==> src/rtl/blist_pkg.sv <==
`default_nettype none

package blist_pkg;

  localparam logic [2:0] KIND_INS_HEAD  = 3'd0;
  localparam logic [2:0] KIND_INS_TAIL  = 3'd1;
  localparam logic [2:0] KIND_INS_AFTER = 3'd2;
  localparam logic [2:0] KIND_DEL_HEAD  = 3'd3;
  localparam logic [2:0] KIND_DEL_TAIL  = 3'd4;
  localparam logic [2:0] KIND_DEL_AFTER = 3'd5;

  localparam logic [1:0] ST_OK      = 2'd0;
  localparam logic [1:0] ST_FULL    = 2'd1;
  localparam logic [1:0] ST_EMPTY   = 2'd2;
  localparam logic [1:0] ST_MISSING = 2'd3;

  // per-cycle command broadcast to every cell, already gated by commit and status
  typedef struct packed {
    logic ins_head;
    logic ins_tail;
    logic ins_after;
    logic del_head;
    logic del_after;
  } cell_cmd_t;

endpackage

`default_nettype wire

==> src/rtl/blist_cell.sv <==
`default_nettype none

module blist_cell import blist_pkg::*; #(
  parameter int DEPTH = 4,
  parameter int IDX   = 0,
  localparam int CW   = $clog2(DEPTH + 1)
) (
  input  wire logic          clk,
  input  wire cell_cmd_t     cmd,
  input  wire logic [CW-1:0] entry_count,
  input  wire logic [31:0]   value,
  input  wire logic [31:0]   target,
  input  wire logic [31:0]   left_word,
  input  wire logic [31:0]   right_word,
  input  wire logic          fb_in,
  input  wire logic          fb_left,
  output logic [31:0]        word,
  output logic               fb_out,
  output logic               succ
);

  localparam logic [CW-1:0] IDX_C = CW'(IDX);

  logic        valid;
  logic        match;
  logic [31:0] word_next;

  assign valid  = IDX_C < entry_count;
  assign match  = valid && (word == target);
  // fb_in: a match exists in some cell closer to the head
  assign fb_out = fb_in | match;
  assign succ   = valid & fb_in;

  always_comb begin
    word_next = word;
    if (cmd.ins_head) begin
      word_next = left_word;
    end else if (cmd.ins_tail) begin
      if (IDX_C == entry_count) word_next = value;
    end else if (cmd.ins_after) begin
      // first match sits at least two places toward the head: shift,
      // first match is the left neighbor: load the new word
      if (fb_left) word_next = left_word;
      else if (fb_in) word_next = value;
    end else if (cmd.del_head) begin
      word_next = right_word;
    end else if (cmd.del_after) begin
      if (fb_in) word_next = right_word;
    end
  end

  always_ff @(posedge clk) begin
    word <= word_next;
  end

endmodule

`default_nettype wire

==> src/rtl/bounded_ordered_list_top.sv <==
//  channel | signals                          | direction
//  --------+----------------------------------+----------
//  in      | in_valid in_ready kind value target | in
//  out     | out_valid out_ready status count | out
//
//  each transaction is captured in S_IDLE and then executed in S_EXEC, where the row of
//  cells searches for the target along its match chain and shifts in one step
//  a result waits in the output register; the next transaction is captured
//  meanwhile and commits once that register is free
//  rst clears the entry count, the state and out_valid; stored words are not cleared

`default_nettype none

module bounded_ordered_list_top import blist_pkg::*; #(
  parameter int DEPTH = 4
) (
  input  wire logic        clk,
  input  wire logic        rst,
  input  wire logic        in_valid,
  output logic             in_ready,
  input  wire logic [2:0]  kind,
  input  wire logic [31:0] value,
  input  wire logic [31:0] target,
  output logic             out_valid,
  input  wire logic        out_ready,
  output logic [1:0]       status,
  output logic [2:0]       count
);

  localparam int CW = $clog2(DEPTH + 1);
  localparam logic [CW-1:0] DEPTH_C = CW'(DEPTH);

  typedef enum logic [1:0] {
    S_IDLE = 2'b01,
    S_EXEC = 2'b10
  } state_t;

  state_t        state, state_next;
  logic [2:0]    kind_q;
  logic [31:0]   value_q;
  logic [31:0]   target_q;
  logic [CW-1:0] entry_count, entry_count_next;
  logic [1:0]    status_next;
  logic          accept;
  logic          commit;
  logic          op_ok;
  logic          full;
  logic          found;
  logic          found_succ;
  logic [31:0]   count_ext;
  cell_cmd_t     cmd;

  logic [31:0]  words [DEPTH];
  logic [DEPTH:0] fb;
  logic [DEPTH-1:0] succ;

  assign in_ready = state == S_IDLE;
  assign accept   = in_valid && in_ready;
  assign commit   = (state == S_EXEC) && (!out_valid || out_ready);

  always_comb begin
    state_next = state;
    unique case (state)
      S_IDLE: if (accept) state_next = S_EXEC;
      S_EXEC: if (commit) state_next = S_IDLE;
      default: state_next = S_IDLE;
    endcase
  end

  always_ff @(posedge clk) begin
    if (rst) begin
      state <= S_IDLE;
    end else begin
      state <= state_next;
    end
  end

  always_ff @(posedge clk) begin
    if (accept) begin
      kind_q   <= kind;
      value_q  <= value;
      target_q <= target;
    end
  end

  // match chain through the row of cells
  assign fb[0] = 1'b0;

  generate
    for (genvar i = 0; i < DEPTH; i++) begin : g_cell
      blist_cell #(
        .DEPTH(DEPTH),
        .IDX  (i)
      ) u_cell (
        .clk        (clk),
        .cmd        (cmd),
        .entry_count(entry_count),
        .value      (value_q),
        .target     (target_q),
        .left_word  ((i == 0) ? value_q : words[(i == 0) ? 0 : i - 1]),
        .right_word ((i == DEPTH - 1) ? words[i] : words[(i == DEPTH - 1) ? i : i + 1]),
        .fb_in      (fb[i]),
        .fb_left    ((i == 0) ? 1'b0 : fb[(i == 0) ? 0 : i - 1]),
        .word       (words[i]),
        .fb_out     (fb[i+1]),
        .succ       (succ[i])
      );
    end
  endgenerate

  assign full       = entry_count >= DEPTH_C;
  assign found      = fb[DEPTH];
  assign found_succ = |succ;

  always_comb begin
    status_next = ST_OK;
    unique case (kind_q) inside
      KIND_INS_HEAD, KIND_INS_TAIL: if (full) status_next = ST_FULL;
      KIND_INS_AFTER: begin
        if (full) status_next = ST_FULL;
        else if (!found) status_next = ST_MISSING;
      end
      KIND_DEL_HEAD, KIND_DEL_TAIL: if (entry_count == '0) status_next = ST_EMPTY;
      KIND_DEL_AFTER: if (!found_succ) status_next = ST_MISSING;
      default: status_next = ST_OK;
    endcase
  end

  assign op_ok = commit && (status_next == ST_OK);

  always_comb begin
    cmd.ins_head  = op_ok && (kind_q == KIND_INS_HEAD);
    cmd.ins_tail  = op_ok && (kind_q == KIND_INS_TAIL);
    cmd.ins_after = op_ok && (kind_q == KIND_INS_AFTER);
    cmd.del_head  = op_ok && (kind_q == KIND_DEL_HEAD);
    cmd.del_after = op_ok && (kind_q == KIND_DEL_AFTER);
  end

  always_comb begin
    entry_count_next = entry_count;
    if (op_ok) begin
      if (kind_q == KIND_INS_HEAD || kind_q == KIND_INS_TAIL || kind_q == KIND_INS_AFTER) begin
        entry_count_next = entry_count + CW'(1);
      end else if (kind_q == KIND_DEL_HEAD || kind_q == KIND_DEL_TAIL ||
                   kind_q == KIND_DEL_AFTER) begin
        entry_count_next = entry_count - CW'(1);
      end
    end
  end

  assign count_ext = 32'(entry_count_next);

  always_ff @(posedge clk) begin
    if (rst) begin
      entry_count <= '0;
      out_valid   <= 1'b0;
    end else begin
      entry_count <= entry_count_next;
      if (commit) out_valid <= 1'b1;
      else if (out_ready) out_valid <= 1'b0;
    end
  end

  always_ff @(posedge clk) begin
    if (commit) begin
      status <= status_next;
      count  <= count_ext[2:0];
    end
  end

  a_count_bound: assert property (@(posedge clk) disable iff (rst)
    entry_count <= DEPTH_C)
    else $error("entry count above depth");

  a_accept_exec: assert property (@(posedge clk) disable iff (rst)
    accept |=> state == S_EXEC)
    else $error("accepted transaction not executing");

  a_commit_out: assert property (@(posedge clk) disable iff (rst)
    commit |=> out_valid)
    else $error("commit without result");

  a_count_step: assert property (@(posedge clk) disable iff (rst)
    !commit |=> entry_count == $past(entry_count))
    else $error("entry count changed without commit");

endmodule

`default_nettype wire
==> config.mk <==
export PLATFORM = sky130hd
export DESIGN_NAME = bounded_ordered_list_top
export DESIGN_NICKNAME = d
export VERILOG_FILES = /design/src/rtl/blist_pkg.sv /design/src/rtl/blist_cell.sv /design/src/rtl/bounded_ordered_list_top.sv
export SDC_FILE = /design/constraint.sdc
export NUM_CORES = 1
export LEC_CHECK = 0
export BUFFER_PORTS_ARGS = -buffer_cell sky130_fd_sc_hd__buf_4
export CAP_MARGIN = 30
export CORE_MARGIN = 1.5
export CORE_UTILIZATION = 35
export CTS_BUF_LIST = sky130_fd_sc_hd__clkbuf_4
export CTS_CLUSTER_DIAMETER = 50
export DETAILED_ROUTE_END_ITERATION = 6
export PLACE_DENSITY = 0.63
export SLEW_MARGIN = 25
export SYNTH_ARGS = -nofsm -noshare
export SYNTH_HDL_FRONTEND = slang
export SYNTH_SLANG_ARGS = --single-unit
==> constraint.sdc <==
create_clock -name clk -period 9.75 [get_ports clk]
set_input_delay 1.95 -clock clk [delete_from_list [all_inputs] [get_ports clk]]
set_output_delay 1.95 -clock clk [all_outputs]
set_load 0.1 [all_outputs]
# ---- Word level (Yosys, flattened, before mapping)
# Cells that the tools add are included.
dict set report word_totals {
  register_bits 206
  input_bits 71
}
dict set report op_classes {
  n_reduce_logical 36
  n_addsub 2
  magnitude_cmp 5
  n_eq_ne 23
  n_mux 42
  bitwise_logic 6
}
# cell n
set op_table {}
lappend op_table {{2-to-1 mux 32 bit} 28}
lappend op_table {{== test 32 bit} 4}
lappend op_table {{!= test 3 x 1 -> 1 bit, second input constant} 5}
lappend op_table {{logical AND 1 bit} 12}
lappend op_table {{2-to-1 mux 2 bit} 6}
lappend op_table {{nonzero test 5 bit} 2}
lappend op_table {{2-to-1 mux 3 bit} 3}
lappend op_table {{one-hot mux 2 bit (4 select lines)} 1}
lappend op_table {{AND reduction 4 bit} 2}
lappend op_table {{nonzero test 4 bit} 2}
lappend op_table {{== test 2 x 3 -> 1 bit, first input constant} 2}
lappend op_table {{== test 3 x 2 -> 1 bit, second input constant} 2}
lappend op_table {{== test 3 bit, second input constant} 2}
lappend op_table {{zero test 3 bit} 2}
lappend op_table {{less-than comparator 1 x 3 -> 1 bit, first input constant} 2}
lappend op_table {{less-than comparator 2 x 3 -> 1 bit, first input constant} 2}
lappend op_table {{AND reduction 3 bit} 2}
lappend op_table {{nonzero test 3 bit} 2}
lappend op_table {{logical OR 1 bit} 5}
lappend op_table {{!= test 5 x 1 -> 1 bit, second input constant} 1}
lappend op_table {{!= test 4 x 1 -> 1 bit, second input constant} 1}
lappend op_table {{one-hot mux 2 bit (2 select lines)} 1}
lappend op_table {{OR reduction 2 bit} 2}
lappend op_table {{adder 3 x 1 -> 3 bit, second input constant} 1}
lappend op_table {{other kinds (16)} 22}

# ---- Longest topological paths before layout
# Gate-level depths: netlist of run 1.
dict set report depth {
  ltp_word 16
  depth_mapped 11
  depth_no_buf 8
}

# ---- Hierarchy
# From an unflattened synthesis of run 1, not the netlist that was laid out.
dict set report unflattened {
  cells_unflattened 926
  hier_area_um2 10680.2
}
# mod seq_area_each_um2 n_inst cells_each area_each_um2
set by_module_without_submodules {}
lappend by_module_without_submodules {bounded_ordered_list_top 2282.2 1 141 2718.9}
lappend by_module_without_submodules {{blist_cell at g_cell[3].u_cell} 960.9 1 196 1999.4}
lappend by_module_without_submodules {{blist_cell at g_cell[1].u_cell} 960.9 1 196 1996.9}
lappend by_module_without_submodules {{blist_cell at g_cell[0].u_cell} 960.9 1 196 1993.2}
lappend by_module_without_submodules {{blist_cell at g_cell[2].u_cell} 960.9 1 197 1971.9}

# ---- Worst setup path after synthesis of run 1
# No wires, ideal clock.
dict set report synth_timing {
  path_kind {input-to-reg}
  start {input port out_ready}
  end {register g_cell[2].u_cell.word[0] (enable)}
  n_path_buf 0
  arrival_ns 7.806
  required_ns 9.155
  cell_stages 6
  setup_slack_ns 1.349
  setup_ns 0.595
  path_cell_list {nand2b_1 nand2b_1 a21oi_1 a21boi_2 nand3_1 a2111oi_0}
}
dict set report synth_via {
  elab_chain_cells 6
  word_cells_on_any_way 13
  cone_classes {2 x eq/ne; 11 x reduce/logical}
}
# item line
set synth_lines {}
lappend synth_lines {{start, declared} bounded_ordered_list_top.sv:25} ;# input wire logic out_ready,
lappend synth_lines {{logical OR 1 bit *} bounded_ordered_list_top.sv:59} ;# assign commit = (state == S_EXEC) && (!out_valid || out_ready);
lappend synth_lines {{logical AND 1 bit *} bounded_ordered_list_top.sv:59}
lappend synth_lines {{logical AND 1 bit *} bounded_ordered_list_top.sv:129} ;# assign op_ok = commit && (status_next == ST_OK);
lappend synth_lines {{logical AND 1 bit (on tied branches)} -}
lappend synth_lines {{!= test 5 x 1 -> 1 bit (no source line), or another cell as far along} -}
lappend synth_lines {{AND reduction 4 bit (no source line) *} -}
lappend synth_lines {{end signal, assigned} blist_cell.sv:53} ;# word <= word_next;
lappend synth_lines {{end, declared} blist_cell.sv:17} ;# output logic [31:0] word,
# Mark *: on every way between the ends. The rest lies on a longest branch, timed or not.
# A chain may end at the register's enable or synchronous reset.

# ---- Worst setup path in the final report of run 1
dict set report layout_timing {
  start {register target_q[13]}
  end {register g_cell[3].u_cell.word[12] (enable)}
}
dict set report layout_via {
  elab_chain_cells 13
  word_cells_on_any_way 28
  cone_classes {5 x eq/ne; 4 x mux; 6 x bitwise; 13 x reduce/logical}
}
# item line
set layout_lines {}
lappend layout_lines {{start, declared} bounded_ordered_list_top.sv:41} ;# logic [31:0] target_q;
lappend layout_lines {{start signal, assigned} bounded_ordered_list_top.sv:82} ;# target_q <= target;
lappend layout_lines {{== test 32 bit} blist_cell.sv:29} ;# assign match = valid && (word == target);
lappend layout_lines {{logical AND 1 bit} blist_cell.sv:29}
lappend layout_lines {{OR 1 bit (2 in a row)} blist_cell.sv:31} ;# assign fb_out = fb_in | match;
lappend layout_lines {{bitwise AND 1 bit / OR 1 bit (equally long branches)} {blist_cell.sv:32, blist_cell.sv:31}}
lappend layout_lines {{OR reduction 3 bit / 2-to-1 mux 2 bit (equally long branches)} {bounded_ordered_list_top.sv:113, bounded_ordered_list_top.sv:121}}
lappend layout_lines {{2-to-1 mux 2 bit (on tied branches)} {bounded_ordered_list_top.sv:124, bounded_ordered_list_top.sv:120}}
lappend layout_lines {{one-hot mux 2 bit (4 select lines)} bounded_ordered_list_top.sv:117} ;# unique case (kind_q) inside
lappend layout_lines {{zero test 2 bit} bounded_ordered_list_top.sv:129}
lappend layout_lines {{logical AND 1 bit} bounded_ordered_list_top.sv:129}
lappend layout_lines {{logical AND 1 bit (on tied branches)} {bounded_ordered_list_top.sv:133, bounded_ordered_list_top.sv:132, bounded_ordered_list_top.sv:134}}
lappend layout_lines {{!= test 3 x 1 -> 1 bit (no source line), or another cell as far along} -}
lappend layout_lines {{AND reduction 3 bit (no source line) *} -}
lappend layout_lines {{end signal, assigned} blist_cell.sv:53}
lappend layout_lines {{end, declared} blist_cell.sv:17}
# Marked as above.

==> results.yml, run 1 <==
sta:
  fmax_mhz: 230.4
  setup_violations: 0
  min_period_ns: 4.340
  finalMaxSlewViolations: 0
  fin_skew_ns: 0.04639
  tightest_slew_ns: 0.8842
  hold_viol_final: 0
  slew_headroom_pct: 40.86
  rsz0062_at_grt: "false"
  tns_ns: 0
  finalCritPeriodShare_pct: 44.51
clock_tree:
  clockBufferDepth: 3
  numCtsBuffers: 55
  cts_resized: 0
  postCtsSetupBuffers: 0
  cts_tree: "done"
  clkTransAtPathRegs_ns: 0.07
  cts.hold.buffers_added: 0
  clock_sinks: 206
  root_buffer: "clkbuf_4"
  htreeDepth: 2
  insertion_delay_ns: 0.70
yosys:
  synth_edf_count: 200
  synth_common_cells: "edfxtp_1, mux2_2, xor2_1"
  yosysTopAreaCell: "edfxtp_1"
  synth_top_cells_by_area: "edfxtp_1, mux2_2, xor2_1"
  synth_most_common_cell: "edfxtp_1"
  synth_seq_cells: 206
  syn_inst: 733
  synth_area_per_cell_um2: 13.81
  synth_top_cell_area_share_pct: 59.34
  synth-seq-area-share_pct: 60.53
  synthArstFlopShare_pct: 0
  synth_flop_cell: "edfxtp_1"
  netlist-cell-type-count: 47
  synthesis.area_um2: 10120
  synth_nets: 809
  ys.warnings.count: 0
floorplanning:
  initial_core_util_pct: 35.45
  core_area_um2: 28550
  rows: 62
  die_y_um: 173.1
  ios: 78
  dieWidth_um: 173.1
  die_area_um2: 29950
detailed_routing:
  via_per_inst: 5.316
  wl_um: 26720
  drc: 0
  route.vias.total: 6704
  drtIter0Drc: 550
  dr.pass1.iters: 6
  wire_per_inst_um: 21.19
  postRouteAntennaNets: 0
layout:
  fillers: 2741
  nets: 916
  design_area_um2: 11830
  drive_gt1_share_pct: 29.00
  syn_to_final_growth_pct: 16.92
global_route:
  grt_pass1_vias: 6699
  grt_pass1_wl_um: 40420
  gr-total-overflow: 0
  grt_max_degree: 69
  antenna_found_initial: 1
  gr-usage-all-layers_pct: 17.86
place:
  dpl.hpwl_um: 16160
  place_area_um2: 11120
  portBuffers: 77
  gp_congestion: 0.8407
power_and_ir_drop:
  power_density_nw_per_um2: 161.8
  ir_worst_vdd_uv: 89.75
  finalPower_mw: 1.915
  p_leak_nw: 4.275
flow_run:
  cap_violations: 0
min_path:
  hold_class: "reg -> reg"
setup_path:
  crit_required_ns: 10.07
  crit_fanout: 34
  cp-end-kind: "flop"
  critPathKind: "reg -> reg"
  r2r_slack_ns: 5.41
  startpoint_type: "flop"
  worst_ep_arrival_time_ns: 4.66
outcome:
  status: "finished, final reports clean"
==> layout by cell type, fill, tap and decap left out, drive strengths merged, types with 2 or more instances in the layout <==
master  instances
nand3           6
o21ai          39
mux2           67
nor4           16
clkbuf         83
and3           34
a21o            2
ha              5
a22o           31
xnor2          31
a22oi           2
o211a           2
inv             9
a21oi           7
nor3            5
edfxtp        200
o31ai           3
buf            91
dfxtp           6
nor2b           4
a21boi          2
xor2           67
nand2b          5
nand2          41
o21a            4
clkinv          9
a221o          32
or3             2
nand4          10
nor2           15
a211oi          2
o22ai           3
mux2i          32
==> through the flow <==
stage	setup slack, ns	util, %	hold WS, ns	cells
final	5.410	41.45	0.5188	1261
after global routing	5.206	41.45	0.5488	1261
after CTS	5.514	41.37	0.5256	1259
after detailed placement	4.978	38.96	0.5167	1166
after global placement	5.010	38.96	0.5123	1166
after floorplan	1.349	-	0.4816	733
==> kinds of logic (layout without fill, tap and decap cells) <==
kind of cell               count (synthesis)  after routing  synth area share [%]
DFF                                      206            206                 60.53
and+or+nand+nor                          142            142                 7.306
AOI/OAI and AO/OA                        133            133                 10.06
muxes                                     99             99                 10.62
xor gates and xnor gates                  98             98                 8.481
buffers and inverters                     50            193                 2.386
adders and majority gates                  5              5                0.6181
other                                      0              1                     0
==> state kept, by name (all words and copies together) (netlist names) <==
register	cells
g_cell.u_cell.word	128
target_q	32
value_q	32
count	3
entry_count	3
kind_q	3
state	2
status	2
out_valid	1
==> worst paths after layout <==
path | from | endpoint | cells after the start
worst max-delay path | target_q[13] | g_cell[3].u_cell.word[12] | 10
worst min-delay path | g_cell[3].u_cell.word[17] | g_cell[2].u_cell.word[17] | 1
worst max register to register | target_q[13] | g_cell[3].u_cell.word[12] | 10
worst min register to register | g_cell[3].u_cell.word[17] | g_cell[2].u_cell.word[17] | 1
==> area by class of cell <==
type / instances / area, um2 / share of cell area (%)
Sequential cell: 206 / 6126 / 51.77
Multi-Input combinational cell: 477 / 3807 / 32.17
Timing Repair Buffer: 91 / 695.7 / 5.879
Clock buffer: 83 / 623.1 / 5.265
Tap cell: 384 / 480.5 / 4.060
Clock inverter: 10 / 65.06 / 0.5498
Inverter: 9 / 33.78 / 0.2855
Antenna cell: 1 / 2.502 / 0.02115
==> report_power, final <==
part / switching, mW / internal [mW]
Clock: 0.352 / 0.409
Sequential: 0.0294 / 0.993
Combinational: 0.0723 / 0.0582
==> per-layer routing <==
metal	part of all wire [%]	vias to the layer above	GRT usage, %
met4	2.2	0	6.413
li1	-	3084	-
met3	8.3	39	4.156
met5	0	-	0
met1	44	3287	24.91
met2	46	294	27.25
==> critical path, cell delays in order (launching register included) <==
cell and delay [ns]:
edfxtp_1 0.50, xor2_1 0.21, nor4_1 0.51, nand4_1 0.24
or3_1 0.40, o311a_2 0.18, a21boi_2 0.23, and3_1 0.18
buf_4 0.47, a21boi_4 0.60, buf_4 0.45
(Power assumes the default switching activity.)
==> run 2: changes to the inputs <==
Settings changed: PLACE_DENSITY 0.63 to 0.65.
Clock period 9.75 ns to 3.7 ns, I/O delays scaled along.
==> run 2 against run 1 <==
Against the previous run: clock skew down 0.0077 ns; power increased to 2.7 times the previous value; clock power increased to 2.7 times the previous value; wire length rose by 5.1%; cell count grew 1.5%; global-route usage grew 0.97 points; sequential power grew to 2.6 times the previous value; die area did not move; register-to-register slack worse by 5.1 ns; utilization grew 0.58 points; non-clock buffer count up 14; first-iteration DRC count is 1.1% higher; highest routed layer unchanged.
==> results.yml, run 2 (synthesis results as in run 1) <==
clock_tree:
  htreeDepth: 2
  insertion_delay_ns: 0.69
  postCtsSetupBuffers: 0
  clkTransAtPathRegs_ns: 0.07
  numCtsBuffers: 55
  cts_tree: "done"
  clock_sinks: 206
  cts.hold.buffers_added: 0
  cts_resized: 0
  root_buffer: "clkbuf_4"
  clockBufferDepth: 3
layout:
  fin_util_pct: 42.04
  layout_common_cells: "edfxtp_1, buf_4, clkbuf_4, xor2_1, mux2_2"
  fin_cells: 1280
  largest_register_ffs: 128
  nets: 930
  syn_to_final_growth_pct: 18.57
  regMostFlops: "g_cell.u_cell.word"
  drive_gt1_share_pct: 29.94
  largestRegisters: "g_cell.u_cell.word x128, target_q x32, value_q x32"
  final_common_cell: "edfxtp_1"
sta:
  finalCritPeriodShare_pct: 92.86
  fmax_mhz: 291.0
  min_period_ns: 3.436
  tightest_slew_ns: 0.5905
  rsz0062_at_grt: "false"
  hold_viol_final: 0
  slew_headroom_pct: 60.27
  finalMaxSlewViolations: 0
  fin_skew_ns: 0.03869
  hold-worst-slack_ns: 0.2289
  tns_ns: 0
  setup_violations: 0
detailed_routing:
  route.vias.total: 6897
  drtIter0Drc: 556
  postRouteAntennaNets: 0
  via_per_inst: 5.388
  wl_um: 28080
  dr.pass1.iters: 5
  wire_per_inst_um: 21.94
  drc: 0
floorplanning:
  initial_core_util_pct: 35.45
  die_y_um: 173.1
  dieWidth_um: 173.1
  ios: 78
  rows: 62
  core_area_um2: 28550
  die_area_um2: 29950
min_path:
  hold_class: "in -> reg"
  hold_end: "value_q[13]"
  holdCritStartpoint: "value[13]"
  hold_depth: 1
power_and_ir_drop:
  power_density_nw_per_um2: 424.9
  ir_worst_vdd_uv: 234.7
  finalPower_mw: 5.098
  p_leak_nw: 4.353
setup_path:
  crit_fanout: 15
  ff2ff_path_depth: 9
  worst_ep_arrival_time_ns: 3.77
  r2r_start: "target_q[19]"
  cp-end-kind: "flop"
  cp_cell_sequence: "xnor2_1, nand4_1, nor2_1, nand4_1, o31a_1, o21ai_0, nand3_1, a2111oi_4, buf_4"
  crit_slowest_cell: "edfxtp_1"
  critPathKind: "reg -> reg"
  crit_required_ns: 4.04
  startpoint_type: "flop"
  r2r_slack_ns: 0.26
  crit_path_max_incr_delay_ns: 0.46
  r2r-end: "g_cell[2].u_cell.word[17]"
  cp_common_cell: "nand4_1"
place:
  gp_congestion: 0.9132
  placedCellCount: 1181
  dpl.hpwl_um: 18360
  portBuffers: 77
global_route:
  grt_max_degree: 39
  gr-usage-all-layers_pct: 18.83
  grt_pass1_vias: 6908
  antenna_found_initial: 1
  grt_pass1_wl_um: 42650
  gr-total-overflow: 0
flow_run:
  cap_violations: 0
outcome:
  status: "finished, final reports clean"
==> run 2: power by group <==
part / total [mW] / switching (mW) / internal [mW] / leakage, nW
Combinational: 0.364 / 0.205 / 0.159 / 2.06
Sequential: 2.69 / 0.0747 / 2.62 / 1.88
Clock: 2.04 / 0.968 / 1.07 / 0.414
==> run 2: metrics by stage <==
stage / instance area [um2] / setup slack, ns
after global placement: 11270 / 0.3007
final: 12000 / 0.2640
after global routing: 12000 / 0.1087
after detailed placement: 11290 / 0.3350
after floorplan: 10150 / 0.03332
after CTS: 12000 / 0.2941
==> run 2: layout make-up <==
| cell class | instances | area, um2 |
|---|---|---|
| Inverter | 9 | 33.78 |
| Multi-Input combinational cell | 477 | 3820 |
| Tap cell | 384 | 480.5 |
| Fill cell | 2743 | 16550 |
| Antenna cell | 1 | 2.502 |
| Sequential cell | 206 | 6126 |
| Timing Repair Buffer | 105 | 825.8 |
| Clock inverter | 17 | 103.9 |
| Clock buffer | 81 | 608.1 |
==> run 2: critical path, delay by kind of cell (launching register included) <==
family          cells  cell delay (ns)
compound gates      3             0.90
xor+xnor            1             0.44
buf+inv             1             0.35
flops               1             0.46
simple gates        4             0.94
==> run 2: worst max path at each step <==
stage / slack, ns / depth (start not counted) / end / from
floorplan: 0.03 / 8 / g_cell[1].u_cell.word[0] / target_q[31]
global placement: 0.30 / 9 / g_cell[2].u_cell.word[22] / target_q[24]
detailed placement: 0.33 / 9 / g_cell[2].u_cell.word[11] / target_q[24]
CTS: 0.29 / 9 / g_cell[2].u_cell.word[17] / target_q[24]
global route: 0.11 / 9 / g_cell[2].u_cell.word[17] / target_q[19]
finish: 0.26 / 9 / g_cell[2].u_cell.word[17] / target_q[19]
==> run 2: layer usage <==
metal	share of wire, %	track usage, %	up-vias
met5	0	0	-
met4	2.7	7.210	0
met3	8.5	4.134	55
met2	46	29.00	340
met1	43	26.00	3376
li1	-	-	3126
==> run 3: changes to the inputs <==
Clock period 3.7 ns to 3 ns, I/O delays scaled along.
==> run 3 against run 2 <==
Against the previous run: the flow now finishes with violations (setup timing); clock power grew 26%; clock-buffer cell count is 7 higher; power is 25% higher; die area unchanged; hold slack got worse by 0.14 ns; global-route usage grew 0.39 points; final area up 6.9%; critical path depth grew 2; largest cell class unchanged.
==> results.yml, run 3 (synthesis results as in run 1) <==
outcome:
  status: "finished with violations"
  violations: "setup timing"
sta:
  fmax_mhz: 327.9
  finalMaxSlewViolations: 0
  hold_viol_final: 0
  tightest_slew_ns: 0.5881
  slew_headroom_pct: 60.79
  finalCritPeriodShare_pct: 101.6
  fin_skew_ns: 0.03821
  min_period_ns: 3.049
  fin_ws_ns: -0.04934
  setup_violations: 55
  rsz0062_at_grt: "true"
layout:
  regMostFlops: "g_cell.u_cell.word"
  largestRegisters: "g_cell.u_cell.word x128, target_q x32, value_q x32"
  layout_common_cells: "edfxtp_1, buf_4, clkbuf_4, xor2_1, mux2_2"
  drive_gt1_share_pct: 35.59
  final_common_cell: "edfxtp_1"
  antenna_cells: 0
  largest_register_ffs: 128
  fin_util_pct: 44.93
  nets: 983
  syn_to_final_growth_pct: 26.73
flow_run:
  cap_violations: 0
setup_path:
  critPathKind: "reg -> reg"
  r2r_start: "target_q[13]"
  cp_common_cell: "buf_6"
  r2r_slack_ns: -0.05
  worst_ep_arrival_time_ns: 3.42
  r2r-end: "g_cell[1].u_cell.word[19]"
  crit_path_max_incr_delay_ns: 0.46
  cp-end-kind: "flop"
  path_buf_inv: 4
  startpoint_type: "flop"
  crit_family: "compound AO/OA/AOI/OAI gates"
  crit_slowest_cell: "edfxtp_1"
  crit_required_ns: 3.37
  crit_fanout: 11
  ff2ff_path_depth: 11
  cp_cell_sequence: "buf_4, xor2_1, nor4_1, nand4_1, o311a_4, a21boi_4, nand3_4, buf_6, a211oi_4, buf_6, buf_12"
floorplanning:
  die_y_um: 173.1
  initial_core_util_pct: 35.45
  die_area_um2: 29950
  core_area_um2: 28550
  rows: 62
  dieWidth_um: 173.1
  ios: 78
place:
  portBuffers: 77
  place_worst_setup_slack_ns: -0.1319
  gp_congestion: 0.8605
  dpl.hpwl_um: 17600
detailed_routing:
  wl_um: 30210
  dr.pass1.iters: 5
  wire_per_inst_um: 22.75
  via_per_inst: 5.458
  drc: 0
  drtIter0Drc: 666
  postRouteAntennaNets: 0
  route.vias.total: 7248
clock_tree:
  cts_tree: "done"
  htreeDepth: 2
  root_buffer: "clkbuf_4"
  clock_sinks: 206
  cts.hold.buffers_added: 0
  clockBufferDepth: 3
  numCtsBuffers: 55
  insertion_delay_ns: 0.69
  clkTransAtPathRegs_ns: 0.06
global_route:
  gr-total-overflow: 0
  grt_max_degree: 65
  grt_pass1_vias: 7132
  grt_pass1_wl_um: 43390
  gr-usage-all-layers_pct: 19.22
  antenna_found_initial: 0
power_and_ir_drop:
  power_density_nw_per_um2: 498.3
  p_leak_nw: 4.756
  ir_worst_vdd_uv: 314.9
min_path:
  hold_depth: 1
  hold_end: "value_q[6]"
  hold_class: "in -> reg"
  holdCritStartpoint: "value[6]"
run 3: repair_timing:
item | 4_1_cts | 5_1_grt
setup endpoints to repair | 172 | 196
resized for setup | 11 | 14
gates cloned | 3 | 8
pin swaps | 30 | 22
setup buffers | 5 | 5
run 3: worst register-to-register path: stages (launching register included):
cell	delay, ns
edfxtp_1	0.46
buf_4	0.18
xor2_1	0.20
nor4_1	0.29
nand4_1	0.24
o311a_4	0.39
a21boi_4	0.19
nand3_4	0.11
buf_6	0.14
a211oi_4	0.15
buf_6	0.19
buf_12	0.18
run 3: area by class of cell:
type                       instances  area [um2]
inverter                           9       33.78
multi-input combinational        477        3896
fill                            2655       15720
tap                              384       480.5
clock buffer                      88       660.6
timing repair buffer             158        1574
clock inverter                     6       55.05
sequential                       206        6126
run 3: routing by layer:
metal	vias to the layer above	track usage [%]	share of wire, %
met5	-	0	0
met4	0	5.616	2.8
met2	387	31.01	47
met3	59	4.705	9.2
met1	3573	25.68	41
li1	3229	-	-
run 3: how the worst max path moves through the flow:
stage                                     end  slack, ns  depth (start not counted)    startpoint
floorplan            g_cell[2].u_cell.word[0]      -0.42                          8   target_q[5]
global placement     g_cell[2].u_cell.word[8]      -0.10                          8  target_q[10]
detailed placement   g_cell[2].u_cell.word[5]      -0.13                          8  target_q[10]
CTS                 g_cell[2].u_cell.word[21]      -0.06                         11   target_q[3]
global route        g_cell[1].u_cell.word[19]      -0.16                         11  target_q[15]
finish              g_cell[1].u_cell.word[19]      -0.05                         11  target_q[13]
run 3: power by group:
| part | internal (mW) | switching [mW] | total, mW |
|---|---|---|---|
| combinational | 0.232 | 0.275 | 0.507 |
| sequential | 3.23 | 0.0823 | 3.31 |
| clock | 1.40 | 1.18 | 2.57 |
| total | 4.86 | 1.53 | 6.39 |
run 3: through the flow:
| stage | total power [mW] | area, um2 | setup TNS (ns) | hold slack (ns) | std cells |
|---|---|---|---|---|---|
| finish | 6.391 | 12830 | -0.9623 | 0.08713 | 1328 |
| global route | 6.646 | 12830 | -14.59 | 0.03404 | 1328 |
| floorplan | 3.604 | 10190 | -22.30 | 0.4925 | 733 |
| detailed placement | 3.858 | 11680 | -14.86 | 0.5214 | 1213 |
| global placement | 3.850 | 11680 | -12.29 | 0.5184 | 1213 |
| CTS | 6.461 | 12560 | -1.443 | 0.02377 | 1315 |
